--- src/design/ttvh_div.sv ---
`timescale 1ns / 1ps

module ttvh_div #(
  parameter int NUM_W = 56,
  parameter int DEN_W = 48
) (
  input  logic             clk_i,
  input  logic             rst_ni,
  input  logic             start_i,
  input  logic [NUM_W-1:0] num_i,
  input  logic [DEN_W-1:0] den_i,
  output logic             done_o,
  output logic [NUM_W-1:0] quot_o
);

  localparam int STEP_W = $clog2(NUM_W + 1);

  logic              busy_q, busy_d;
  logic              done_q, done_d;
  logic [STEP_W-1:0] step_q, step_d;
  logic [NUM_W-1:0]  acc_q, acc_d;
  logic [DEN_W-1:0]  rem_q, rem_d;
  logic [DEN_W-1:0]  den_q, den_d;
  logic [DEN_W:0]    trial;
  logic [DEN_W:0]    diff;
  logic              qbit;

  // restoring division, one quotient bit per cycle, msb first
  always_comb begin
    trial  = {rem_q, acc_q[NUM_W-1]};
    diff   = trial - {1'b0, den_q};
    qbit   = ~diff[DEN_W];
    busy_d = busy_q;
    done_d = 1'b0;
    step_d = step_q;
    acc_d  = acc_q;
    rem_d  = rem_q;
    den_d  = den_q;
    if (start_i) begin
      busy_d = 1'b1;
      step_d = STEP_W'(NUM_W);
      acc_d  = num_i;
      rem_d  = '0;
      den_d  = den_i;
    end else if (busy_q) begin
      rem_d  = qbit ? diff[DEN_W-1:0] : trial[DEN_W-1:0];
      acc_d  = {acc_q[NUM_W-2:0], qbit};
      step_d = step_q - 1'b1;
      if (step_q == STEP_W'(1)) begin
        busy_d = 1'b0;
        done_d = 1'b1;
      end
    end
  end

  // control
  always_ff @(posedge clk_i or negedge rst_ni) begin
    if (!rst_ni) begin
      busy_q <= 1'b0;
      done_q <= 1'b0;
      step_q <= '0;
    end else begin
      busy_q <= busy_d;
      done_q <= done_d;
      step_q <= step_d;
    end
  end

  // datapath
  always_ff @(posedge clk_i) begin
    acc_q <= acc_d;
    rem_q <= rem_d;
    den_q <= den_d;
  end

  assign done_o = done_q;
  assign quot_o = acc_q;

endmodule

--- config.mk ---
export PLATFORM = sky130hd
export DESIGN_NAME = ttvh_div
export DESIGN_NICKNAME = d
export VERILOG_FILES = /design/src/design/ttvh_div.sv
export SDC_FILE = /design/constraint.sdc
export NUM_CORES = 1
export LEC_CHECK = 0
export BUFFER_PORTS_ARGS = -buffer_cell sky130_fd_sc_hd__buf_4
export CORE_MARGIN = 3
export CORE_UTILIZATION = 40
export DETAILED_ROUTE_END_ITERATION = 8
export PLACE_DENSITY_LB_ADDON = 0.2
export SYNTH_ARGS = -nofsm -noshare
export SYNTH_HDL_FRONTEND = slang
export SYNTH_SLANG_ARGS = --single-unit
--- constraint.sdc ---
create_clock -name clk_i -period 9.3 [get_ports clk_i]
set_input_delay 0.93 -clock clk_i [delete_from_list [all_inputs] [get_ports clk_i]]
set_output_delay 0.93 -clock clk_i [all_outputs]
set_load 0.005 [all_outputs]
* Word-level counts from Yosys, hierarchy flattened
Cells that the tools add are included. Widths: inputs -> output; s select.
Cells by class: add/sub/neg operators 2, equal/unequal tests 1, mux-type cells 11, bitwise logic cells 1, reductions and logical operators 1
Operators with widths (number):
- $mux 56 | 2
- $sub 49x48->49 | 1
- $mux 48 | 1
- $mux 6 | 2
- $eq 6x1->1 const B | 1
- $mux 1 | 6
- $sub 6x1->6 const B | 1
- $reduce_bool 2->1 | 1
- $not 1->1 | 1
Word-level totals: bits in registers 160, output and inout bits 57, word-level logic and storage cells 22

* Longest topological paths before layout
depth in word-level cells 4, gate-level depth with buffers 14

* Worst setup path after synthesis
OpenSTA, ideal clock, no wires.
path kind register -> register, from register acc_q[55] (netlist: quot_o[55]), to register rem_q[3], library setup time 0.091 ns, arrival 3.059 ns, setup slack 6.150 ns, cell stages (with the launch flop) 14, clock period less this slack 3.150 ns, path through edfxtp_1 -> inv_1 -> ha_1 -> fa_1 -> and2b_4 -> o31ai_2 -> a21o_1 -> o221a_2 -> o21ai_1 -> o21a_2 -> or3_4 -> nand2_4 -> or3_1 -> a311oi_1
On the way: longest elaborated chain between the ends 2
Ends and longest elaborated chain:
- start: declaration | RTL line 21 | logic [NUM_W-1:0] acc_q, acc_d;
- start signal: assignment | RTL line 71 | acc_q <= acc_d;
- $sub 49x48->49 | RTL line 31 | diff = trial - {1'b0, den_q};
- $mux 48 | RTL line 46 | rem_d = qbit ? diff[DEN_W-1:0] : trial[DEN_W-1:0];
- end signal: assignment | RTL line 72 | rem_q <= rem_d;
- end: declaration | RTL line 22 | logic [DEN_W-1:0] rem_q, rem_d;
No other way between the ends. A chain may end at the register's enable or synchronous reset.

* Worst setup path after layout
from register acc_q[55] (netlist: quot_o[55]), to register rem_q[28]
The elaborated chain is that of the path after synthesis.

==> results.ini <==
[sta]
finalHoldViolations=0
setup_tns_ps=0
rsz0062_at_grt=false
post-route-period-util_pct=43.5
slew_violations=0
max_freq_mhz=247
worstMarginPinSlew_ps=833
finalSetupViolations=0
finClkSkew_ps=15.5
setup_ws_ps=5250
post-route-min-period_ps=4050
slew_headroom_pct=44.5

[final_layout]
drive_above_1_share_pct=25.4
nNetsFinal=1254
n_fill_cell=2163
regArea_um2=4290
layout_commonest_cell=buf_4
mostFrequentLayoutCells=buf_4, nand2_1, edfxtp_1, nor2_1, a21oi_1
diodes=0
multiInputGateArea_um2=4640
final_cells=1422
syn2layout_area_growth_pct=22.6

[drt]
vias=7593
drt_iter0_drc=417
firstDrtPassIters=5
totalWireLength_mm=23.3
wl_per_cell_um=16.4
viasPerCell=5.34
ant_nets=0
route.detailed.drc=0

[global_route]
grt_max_degree=81
grt_pass1_wl_mm=38.0
antenna_found_initial=0
grt_usage_pct=18.3
gr-total-overflow=0
grt_pass1_vias=7427

[worst_setup_path]
max_stage_delay_ps=440
r2r_cells=14
path_cells=inv_1 > ha_1 > fa_1 > and2b_4 > o31ai_2 > a21o_1 > o221a_2 > o21ai_1 > o21a_2 > nor3_4 > nor2_4 > buf_4 > mux2_1 > a211oi_1
startpoint_type=register
critPathSlowestCell=nor2_4
critPathRequiredTime_ps=9640
path_delay_family=compound AO/OA/AOI/OAI gates
cp.depth=14
worst-path-buf-inv=2
worstSetupPathType=register to register
arrival_ps=4390
end_kind=register
crit_path_max_fanout=25

[die]
start_util_pct=41.0
die_h_um=159
io_pins=164
core-area_um2=22800
fp-row-count=55
dieArea_um2=25200
die_w_um=159

[clock_network]
cts_resized=0
post_cts_buffers=0
htree_levels=4
holdBufCountCts=0
cts_root_buffer=clkbuf_16
cts.path.max_buffers=2
clk_pin_slew_ps=70
clk-insertion-delay-late_ps=430
cts_buffers=17
cts_sinks=160
cts_tree=built

[synth]
syn_area_per_cell_um2=9.86
synth-seq-cells=160
synth.distinct_cells=76
synth-seq-area-share_pct=45.9
yosysWarnings=0
ys_dominant_reg_cell=edfxtp_1
synth_largest_area_cell=edfxtp_1
synthTopCellsByArea=edfxtp_1, dfxtp_1, mux2_2, ha_1, nand2_1
async_flop_share_pct=5.00
synth_edf_count=104
syn_area_um2=9340
synthesis.nets=1105
netlist.area_leader.share_pct=33.4
syn_inst=947

[power_and_ir_drop]
leakagePower_nw=4.79
comb_power_share_pct=38.6
pwr-share-clk_pct=26.2
p_int_w=0.00171
power_density_nw_per_um2=240
p_sw_share_pct=37.9
power_switching_w=0.00104
seqPwrFrac_pct=35.2
max-vdd-ir-drop_mv=0.106

[placement]
io_buffer_count=163
place.gp.congestion=0.876
pre_cts_ws_ps=5240
placed_cells=1390
dp.final_hpwl_mm=16.6

[min_path]
hold_class=input port to asynchronous set/reset pin

[status]
outcome=finished clean

[flow_run]
cap_violations=0

==> through the flow <==
step                utilization, %  hold slack, ps  total power [W]  cell area, um2
finish                        50.3             307          0.00275           11400
detailed placement            47.6             480          0.00203           10800
global placement              47.6             474          0.00203           10800
floorplan                        -             453          0.00176            9340
global route                  50.3             293          0.00294           11400
CTS                           50.3             294          0.00277           11400
==> final timing paths <==
check | to | slack (ps) | from
setup / recovery | rem_q[28]$_SDFFE_PP0P_ | 5250 | quot_o[55]$_DFFE_PP_
hold / removal | step_q[1]$_DFFE_PN0P_ | 310 | rst_ni
setup reg to reg | rem_q[28]$_SDFFE_PP0P_ | 5250 | quot_o[55]$_DFFE_PP_
hold reg to reg | rem_q[33]$_SDFFE_PP0P_ | 490 | rem_q[33]$_SDFFE_PP0P_
max in group asynchronous | busy_q$_DFF_PN0_ | 8840 | rst_ni
min in group clk_i | rem_q[33]$_SDFFE_PP0P_ | 490 | rem_q[33]$_SDFFE_PP0P_
==> state kept, by name, indices dropped and copies added (netlist names) <==
register  flops
busy_q        1
rem_q        48
step_q        6
done_o        1
den_q        48
quot_o       56
==> worst register-to-register path, stage by stage, from the launching register on <==
cell and delay [ps]:
edfxtp_1 370, inv_1 50, ha_1 220, fa_1 380, and2b_4 270, o31ai_2 90, a21o_1 200, o221a_2 230
o21ai_1 350, o21a_2 290, nor3_4 90, nor2_4 440, buf_4 420, mux2_1 370, a211oi_1 210
==> Yosys cell counts (25+ instances only) <==
library cell and number:
ha_1 50, clkbuf_1 31, edfxtp_1 104, xnor2_1 25
nand2_1 119, a21oi_1 63, dfxtp_1 48, inv_1 62
mux2_2 56, nor2_1 79, a311oi_1 27, o21ai_0 45
==> metal layers <==
metal	global-route usage, %	vias to the layer above	share of wire, %
met5	0	-	0
met1	24.2	3584	46
met4	4.06	0	1.4
met3	4.96	27	6.0
li1	-	3775	-
met2	30.0	207	47
==> power groups by stage <==
stage	clock, W	combinational [W]	sequential (W)
global route	0.000763	0.00119	0.000984
global placement	0	0.00105	0.000979
floorplan	0	0.000797	0.000960
detailed placement	0	0.00105	0.000980
CTS	0.000739	0.00106	0.000967
finish	0.000719	0.00106	0.000967
==> kinds of logic (layout without fill, tap and decap cells) <==
logic type / after synthesis / after routing / share of synthesized area (%)
simple gates: 305 / 305 / 15.2
compound gates: 225 / 225 / 16.3
flops: 160 / 160 / 45.9
buf+inv: 103 / 265 / 4.38
mux: 64 / 64 / 7.63
fa+ha+maj: 51 / 51 / 6.92
xor+xnor: 39 / 39 / 3.66
==> layout make-up <==
class                      instances  share of cell area [%]
clock buffer                      17                    3.72
tap                              313                    3.42
timing repair buffer             170                    11.2
sequential                       160                    37.4
clock inverter                    15                    1.62
multi-input combinational        684                    40.6
inverter                          63                    2.07
(Power assumes the default switching activity.)
